`src/hdl/swm_pkg.sv`:
```
`timescale 1ns / 1ps
// ----------------------------------------------------------------------------
// swm_pkg
// Shared constants and types for the sliding window median filter.
// ----------------------------------------------------------------------------
package swm_pkg;

  localparam int WINDOW_DEF = 5;
  localparam int DATA_W     = 16;

  // One slot of the sorted chain. A slot that is not valid counts as larger
  // than any sample.
  typedef struct packed {
    logic [DATA_W-1:0] val;
    logic              vld;
  } swm_slot_t;

  // Per-item control broadcast to every cell of the chain.
  typedef struct packed {
    logic              step;
    logic              del_en;
    logic [DATA_W-1:0] new_val;
    logic [DATA_W-1:0] old_val;
  } swm_ctrl_t;

endpackage

```
`src/hdl/sliding_window_median.sv`:
```
`timescale 1ns / 1ps
// ----------------------------------------------------------------------------
// sliding_window_median
// Running median over the last WINDOW unsigned 16-bit samples.
// ----------------------------------------------------------------------------
// Latency: the result of an item is presented on the cycle after it is accepted.
// Throughput: one item per cycle while the output is not stalled; the whole
// remove-and-insert ripple through the row of WINDOW cells is combinational, and that ripple sets the rate.
// Reset: rst clears the fill count and the output valid; sample storage is not
// cleared, since no slot is read before a full window has been written again.
// ----------------------------------------------------------------------------
module sliding_window_median #(
  parameter int WINDOW = swm_pkg::WINDOW_DEF
) (
  input  logic        clk,
  input  logic        rst,
  input  logic        s_axis_tvalid,
  output logic        s_axis_tready,
  input  logic [15:0] s_axis_tdata,   // [15:0] sample
  input  logic        s_axis_tuser,   // [0] restart
  output logic        m_axis_tvalid,
  input  logic        m_axis_tready,
  output logic [15:0] m_axis_tdata,   // [15:0] median_value
  output logic        m_axis_tuser    // [0] median_valid
);

  localparam int FILL_W = $clog2(WINDOW + 1);
  localparam logic [FILL_W-1:0] FULL = FILL_W'(WINDOW);

  logic                       accept;
  logic [FILL_W-1:0]          fill;
  logic [FILL_W-1:0]          fill_next;
  logic                       full_next;
  logic [swm_pkg::DATA_W-1:0] line [WINDOW];
  logic [swm_pkg::DATA_W-1:0] median_next;
  swm_pkg::swm_ctrl_t         ctrl;

  // The output register parts the two sides, so a new item can be taken in
  // the same cycle as the previous result leaves.
  assign s_axis_tready = !m_axis_tvalid || m_axis_tready;
  assign accept        = s_axis_tvalid && s_axis_tready;

  // The fill count saturates at WINDOW. A restart empties the window; the
  // sample carried with a restart item is dropped.
  always_comb begin
    if (s_axis_tuser) begin
      fill_next = '0;
    end else if (fill == FULL) begin
      fill_next = fill;
    end else begin
      fill_next = fill + 1'b1;
    end
    full_next = (fill_next == FULL);
  end

  // The delay line holds samples in arrival order, so once the window is full
  // its last tap is the sample that leaves the window with this item.
  always_ff @(posedge clk) begin
    if (accept && !s_axis_tuser) begin
      line[0] <= s_axis_tdata;
      for (int k = 1; k < WINDOW; k++) begin
        line[k] <= line[k-1];
      end
    end
  end

  // While filling, nothing is removed: the new sample is inserted among the
  // valid slots and pushes an empty slot off the top of the chain.
  always_comb begin
    ctrl.step    = accept && !s_axis_tuser;
    ctrl.del_en  = (fill == FULL);
    ctrl.new_val = s_axis_tdata;
    ctrl.old_val = line[WINDOW-1];
  end

  swm_chain #(
    .WINDOW (WINDOW),
    .FILL_W (FILL_W)
  ) u_chain (
    .clk         (clk),
    .ctrl        (ctrl),
    .fill        (fill),
    .median_next (median_next)
  );

  always_ff @(posedge clk) begin
    if (rst) begin
      fill          <= '0;
      m_axis_tvalid <= 1'b0;
    end else begin
      if (accept) begin
        fill          <= fill_next;
        m_axis_tvalid <= 1'b1;
      end else if (m_axis_tready) begin
        m_axis_tvalid <= 1'b0;
      end
    end
  end

  always_ff @(posedge clk) begin
    if (accept) begin
      m_axis_tdata <= full_next ? median_next : '0;
      m_axis_tuser <= full_next;
    end
  end

`ifndef SYNTHESIS
  // The fill count never passes the window length.
  assert property (@(posedge clk) disable iff (rst) fill <= FULL)
    else $error("fill count beyond window");

  // A result that is not flagged valid carries a zero median.
  assert property (@(posedge clk) disable iff (rst)
    (m_axis_tvalid && !m_axis_tuser) |-> (m_axis_tdata == '0))
    else $error("invalid result with nonzero median");

  // A restart item empties the window and yields an unflagged result.
  assert property (@(posedge clk) disable iff (rst)
    (accept && s_axis_tuser) |=> (fill == '0 && m_axis_tvalid && !m_axis_tuser))
    else $error("restart did not empty the window");

  // The result flag follows the fill count.
  assert property (@(posedge clk) disable iff (rst)
    accept |=> (m_axis_tuser == (fill == FULL)))
    else $error("result flag disagrees with fill count");
`endif

endmodule

```
`src/hdl/swm_cell.sv`:
```
`timescale 1ns / 1ps
// ----------------------------------------------------------------------------
// swm_cell
// One slot of the sorted window: removes the outgoing value and inserts the
// incoming one using only its own value and those of its two neighbors.
// ----------------------------------------------------------------------------
module swm_cell #(
  parameter bit IS_LAST = 1'b0
) (
  input  logic                      clk,
  input  swm_pkg::swm_ctrl_t        ctrl,
  input  logic                      vld,
  input  swm_pkg::swm_slot_t        right,
  input  logic                      found_in,
  output logic                      found_out,
  input  swm_pkg::swm_slot_t        r_left,
  input  logic                      gt_left,
  output swm_pkg::swm_slot_t        r_out,
  output logic                      gt_out,
  output logic [swm_pkg::DATA_W-1:0] val,
  output logic [swm_pkg::DATA_W-1:0] val_next
);

  logic               match;
  logic               shift;
  swm_pkg::swm_slot_t own;
  swm_pkg::swm_slot_t r;

  always_comb begin
    own.val   = val;
    own.vld   = vld;
    match     = ctrl.del_en && vld && (val == ctrl.old_val);
    shift     = found_in || match;
    found_out = shift;
    // The chain after removal: slots at or above the removed one take the
    // right neighbor. The last slot is always empty after removal.
    if (IS_LAST) begin
      r = '0;
    end else if (shift) begin
      r = right;
    end else begin
      r = own;
    end
    gt_out = !r.vld || (r.val > ctrl.new_val);
    r_out  = r;
    if (!gt_out) begin
      val_next = r.val;
    end else if (gt_left) begin
      val_next = r_left.val;
    end else begin
      val_next = ctrl.new_val;
    end
  end

  always_ff @(posedge clk) begin
    if (ctrl.step) begin
      val <= val_next;
    end
  end

endmodule

```
`src/hdl/swm_chain.sv`:
```
`timescale 1ns / 1ps
// ----------------------------------------------------------------------------
// swm_chain
// Row of sorted cells; slots below the fill count are valid.
// ----------------------------------------------------------------------------
module swm_chain #(
  parameter int WINDOW = swm_pkg::WINDOW_DEF,
  parameter int FILL_W = $clog2(WINDOW + 1)
) (
  input  logic                       clk,
  input  swm_pkg::swm_ctrl_t         ctrl,
  input  logic [FILL_W-1:0]          fill,
  output logic [swm_pkg::DATA_W-1:0] median_next
);

  logic [swm_pkg::DATA_W-1:0] val      [WINDOW];
  logic [swm_pkg::DATA_W-1:0] val_next [WINDOW];
  logic                       vld      [WINDOW];
  logic                       found    [WINDOW+1];
  logic                       gt       [WINDOW+1];
  swm_pkg::swm_slot_t         r        [WINDOW+1];
  swm_pkg::swm_slot_t         right    [WINDOW];

  assign found[0] = 1'b0;
  assign gt[0]    = 1'b0;
  assign r[0]     = '0;

  for (genvar i = 0; i < WINDOW; i++) begin : g_cell
    assign vld[i] = (fill > FILL_W'(i));
    if (i == WINDOW - 1) begin : g_edge
      assign right[i] = '0;
    end else begin : g_mid
      assign right[i] = '{val: val[i+1], vld: vld[i+1]};
    end

    swm_cell #(
      .IS_LAST (i == WINDOW - 1)
    ) u_cell (
      .clk       (clk),
      .ctrl      (ctrl),
      .vld       (vld[i]),
      .right     (right[i]),
      .found_in  (found[i]),
      .found_out (found[i+1]),
      .r_left    (r[i]),
      .gt_left   (gt[i]),
      .r_out     (r[i+1]),
      .gt_out    (gt[i+1]),
      .val       (val[i]),
      .val_next  (val_next[i])
    );
  end

  assign median_next = val_next[WINDOW/2];

endmodule

```
`config.mk`:
```
export PLATFORM = sky130hd
export DESIGN_NAME = sliding_window_median
export DESIGN_NICKNAME = d
export VERILOG_FILES = /design/src/hdl/swm_pkg.sv /design/src/hdl/sliding_window_median.sv /design/src/hdl/swm_cell.sv /design/src/hdl/swm_chain.sv
export SDC_FILE = /design/constraint.sdc
export NUM_CORES = 1
export LEC_CHECK = 0
export BUFFER_PORTS_ARGS = -buffer_cell sky130_fd_sc_hd__buf_2
export CAP_MARGIN = 40
export CORE_MARGIN = 5
export CORE_UTILIZATION = 36
export CTS_CLUSTER_SIZE = 25
export DETAILED_ROUTE_END_ITERATION = 8
export PLACE_DENSITY = 0.51
export SLEW_MARGIN = 20
export SYNTH_ARGS = -nofsm -noshare
export SYNTH_HDL_FRONTEND = slang
export SYNTH_SLANG_ARGS = --single-unit
export TNS_END_PERCENT = 30
```
`constraint.sdc`:
```
create_clock -name clk -period 10.3 [get_ports clk]
set_input_delay 0.515 -clock clk [delete_from_list [all_inputs] [get_ports clk]]
set_output_delay 0.515 -clock clk [all_outputs]
set_load 0.02 [all_outputs]
```
# Yosys cells after proc, flatten, opt, wreduce, memory -nomap -nowiden
# Memory sizes are Yosys's and may differ from the RTL's.
# Index checks and enable logic that the tools add are counted.
# totals
n_memories	1
register_bits	101
elab_cells	69
out_inout_bits	19
mem_bits_rw	80
# memory_table
memory	words	word_bits	rd	rd_clocked_by_memory_dff	write_ports	line	rtl
line	5	16	5	0	5	sliding_window_median.sv:34	logic [swm_pkg::DATA_W-1:0] line [WINDOW];
# classes
add_sub_neg	1
n_eq_ne	6
n_mux	18
magnitude_cmp	9
n_reduce_logical	25
# ops
op	count
16-bit two-way mux	8
17-bit two-way mux	4
16-bit == test	4
16-bit > comparator	4
1-bit logical AND	10
1-bit logical OR	8
3-bit == test, second input constant	2
3-bit by 1-bit > comparator with 1-bit output, second input constant	2
3-bit by 2-bit > comparator with 1-bit output, second input constant	2
1-bit logical NOT	6
3-bit two-way mux	2
1-bit two-way mux	4
3-bit by 1-bit adder with 3-bit output, second input constant	1
3-bit > comparator, second input constant	1
2-bit nonzero test	1

# Depth between registers and ports, before layout
# logic_depth
ltp_word	10
ltp_mapped	20
mapped_depth_nobuf	17

# Cells and area by module
# Synthesis repeated with hierarchy kept, for this count alone.
# hier_totals
hier_cells	882
hier_area_um2	11154.4
# by_module_without_submodules
module	cells_each	area_per_inst_um2	n_inst	seq_area_each_um2
swm_cell at u_chain.g_cell[0].u_cell ...	163	1672.9	4	480.5
sliding_window_median	148	3430.8	1	2992.9
swm_cell at u_chain.g_cell[4].u_cell	76	996.0	1	480.5
swm_chain	6	36.3	1	0.0

# Worst setup path before layout
# Ideal clock, no wire load.
# synth_path
path_kind	input port to flip-flop
startpoint	input m_axis_tready
endpoint	register fill[1]
setup_ns	0.090
stages	5
setup_slack_ns	1.769
t_arrival_ns	8.442
required_ns	10.210
path_cell_list	nand2b_1 nand2_1 nor2_1 a32oi_1 nor2_1
# synth_between
elab_chain_len	2
# synth_rtl
element	line	rtl
from (decl)	sliding_window_median.sv:22	input logic m_axis_tready,
1-bit logical OR	sliding_window_median.sv:40	assign s_axis_tready = !m_axis_tvalid || m_axis_tready;
1-bit logical AND	sliding_window_median.sv:41	assign accept = s_axis_tvalid && s_axis_tready;
to (signal assigned)	sliding_window_median.sv:92	fill <= fill_next;
to (decl)	sliding_window_median.sv:31	logic [FILL_W-1:0] fill;
# Every way passes these cells.
# A chain may end at the register's enable or synchronous reset.

==> flow_metrics.env <==
export IMPL_outcome="completed"
export IMPL_clkLatencyLatePin_ns=0.44
export IMPL_worstPathArrival_ns=5.59
export IMPL_die_w_um=180
export IMPL_via_per_inst=5.23
export IMPL_drt_antenna_violating_nets=0
export IMPL_hold_viol=0
export IMPL_max_stage_delay_ns=0.52
export IMPL_synthArstFlopShare_pct=0
export IMPL_slew_headroom_pct=33.3
export IMPL_path_cells="xor2_1, nor4_2, nand2_1, nor4bb_4, and3b_1, buf_4, mux2i_1, inv_1, ha_1, a21o_1, a21o_1, a21oi_1, o21ai_0, o41ai_1, o2111ai_4, buf_4, mux2i_1, mux2_4"
export IMPL_routed_wl_um=27400
export IMPL_synth_top_family_by_area="multiplexers"
export IMPL_synthAdderAreaFrac_pct=8.22
export IMPL_hold_path_class="in2reg"
export IMPL_ys_seq_area_share_pct=52.1
export IMPL_netlist_area_sq_um=10400
export IMPL_antenna_cells=0
export IMPL_first_pass_iters=5
export IMPL_worstSetupStartpointType="flop"
export IMPL_critical_path_class="reg2reg"
export IMPL_period_needed_ns=5.40
export IMPL_clk_pin_slew_ns=0.08
export IMPL_postPlaceCellArea_sq_um=11000
export IMPL_clock_sinks=181
export IMPL_ys_seq_elements=181
export IMPL_antenna_found_initial=0
export IMPL_pin_count=40
export IMPL_cts_root_buffer="clkbuf_16"
export IMPL_row_count=62
export IMPL_critPathSlowestCell="edfxtp_1"
export IMPL_rsz0062_at_grt="no"
export IMPL_wl_per_cell_um=22.3
export IMPL_grt_pass1_vias=6442
export IMPL_cts_tree="done"
export IMPL_yosys_area_top_type="edfxtp_1"
export IMPL_gr_total_overflow=0
export IMPL_ys_top_cells_by_area="edfxtp_1 51%, ha_1 8.2%, mux2i_1 7.1%"
export IMPL_final_core_util_pct=40.6
export IMPL_fin_crit_sh_pct=52.4
export IMPL_fmax_mhz=185
export IMPL_cts_resized_gates=0
export IMPL_tightestPinTransition_ns=1.00
export IMPL_ys_types=56
export IMPL_final_nets=919
export IMPL_grt_max_degree=163
export IMPL_initial_utilization_pct=36.3
export IMPL_finalSetupViolCount=0
export IMPL_dpl_hpwl_um=18700
export IMPL_crit_family="compound AO/OA/AOI/OAI gates"
export IMPL_whs_ns=0.292
export IMPL_synthesis_nets=878
export IMPL_critical_path_max_fanout=20
export IMPL_syn_avg_cell_area_sq_um=13.1
export IMPL_synth_edf_count=177
export IMPL_yosysMostFrequentCell="edfxtp_1"
export IMPL_synth_compound_area_share_pct=8.19
export IMPL_critical_path_required_ns=10.49
export IMPL_die_area_sq_um=32300
export IMPL_power_density_nw_per_um2=148
export IMPL_drive_gt1_share_pct=19.2
export IMPL_synth_top_area_share_pct=51.3
export IMPL_yosys_most_used_dff="edfxtp_1"
export IMPL_finalInstanceArea_sq_um=11600
export IMPL_syn_inst=789
export IMPL_coreArea_sq_um=28500
export IMPL_yosys_area_share_simple_pct=7.19
export IMPL_grt_pass1_wl_um=41300
export IMPL_drc_errors=0
export IMPL_ctsHoldBuffers=0
export IMPL_postCtsSetupRepairBufs=0
export IMPL_grt_usage_pct=16.7
export IMPL_cap_viol_max_count=0
export IMPL_end_kind="flop"
export IMPL_cts_htree_levels=4
export IMPL_portBuffers=39
export IMPL_p_leak_nw=4.78
export IMPL_gp_congestion=0.866
export IMPL_synth_mux_area_share_pct=15.6
export IMPL_fin_setup_tns_ns=0
export IMPL_yosysWarnings=0
export IMPL_cts_buffers=17
export IMPL_first_iter_violations=440
export IMPL_synthTopCellsByCount="177 x edfxtp_1, 73 x mux2i_1, 68 x ha_1, 50 x a21oi_1, 47 x xor2_1"
export IMPL_fin_skew_ns=0.0155
export IMPL_ir_drop_uv=105
export IMPL_syn_to_final_growth_pct=11.8
export IMPL_slew_viol_final=0
export IMPL_die_height_um=180
export IMPL_synth_xor_area_share_pct=5.41
export IMPL_vias=6417
export IMPL_cts_path_max_buffers=2
export IMPL_path_buf_inv=3
-- worst reg2reg max path, cell delays in order (launching register included) --
cell,delay [ns]
edfxtp_1,0.52
xor2_1,0.22
nor4_2,0.47
nand2_1,0.16
nor4bb_4,0.30
and3b_1,0.20
buf_4,0.26
mux2i_1,0.30
inv_1,0.07
ha_1,0.29
a21o_1,0.16
a21o_1,0.17
a21oi_1,0.28
o21ai_0,0.23
o41ai_1,0.17
o2111ai_4,0.47
buf_4,0.41
mux2i_1,0.20
mux2_4,0.27
-- layer usage --
layer	track usage, %	routed length (um)
met5	0	0
met4	3.47	326
met3	2.73	864
met2	26.7	12700
met1	24.1	13600
-- cell type report --
class,instances,area (sq um)
flip-flops and latches,181,5400
well taps,384,480
clock buffers,17,425
repair buffers,52,305
clock inverters,15,136
multi-input cells,534,4670
inverters,44,165
fillers,2782,17000
-- worst paths after layout --
path	from	to	slack, ns	depth (start not counted)
max	line[0][72]	u_chain.g_cell[3].u_cell.val[14]	4.90	18
min	rst	m_axis_tvalid	0.29	2
max reg2reg	line[0][72]	u_chain.g_cell[3].u_cell.val[14]	4.90	18
min reg2reg	line[0][29]	line[0][45]	0.42	0
-- flip-flops by register name (all words and copies together), names as in the netlist --
name / cells
line: 80
u_chain.g_cell.u_cell.val: 80
m_axis_tdata: 16
fill: 3
m_axis_tuser: 1
m_axis_tvalid: 1
-- report_power, final --
group          switching (mW)  internal, mW
Clock                   0.325         0.320
Combinational           0.129        0.0752
Sequential             0.0220         0.848
-- placed cells by master (no fill, tap or decap), types with 11 or more instances in the layout --
cell	n
and2_1	17
nor3_1	22
mux2_2	43
o21ai_0	23
nor2_1	12
edfxtp_1	177
o31ai_1	17
a21oi_1	49
ha_1	68
buf_4	12
mux2_4	23
a21o_1	14
nand4_1	24
nand2b_1	11
buf_2	39
mux2i_1	73
xor2_1	47
clkbuf_16	17
xnor2_1	17
inv_1	43
-- per-stage QoR --
stage	setup slack, ns	std cells	total power [mW]
6_report	4.90	1227	1.72
5_1_grt	4.58	1227	1.79
4_1_cts	4.90	1226	1.74
3_5_place_dp	4.92	1194	1.09
3_3_place_gp	4.94	1194	1.09
2_1_floorplan	1.77	789	1.02
-- logic make-up after synthesis --
kind of cell               Yosys count
AOI/OAI and AO/OA                  133
xor gates and xnor gates            64
muxes                              144
and+or+nand+nor                    125
adders and majority gates           68
buffers and inverters               74
DFF                                181
(Power assumes the default switching activity.)
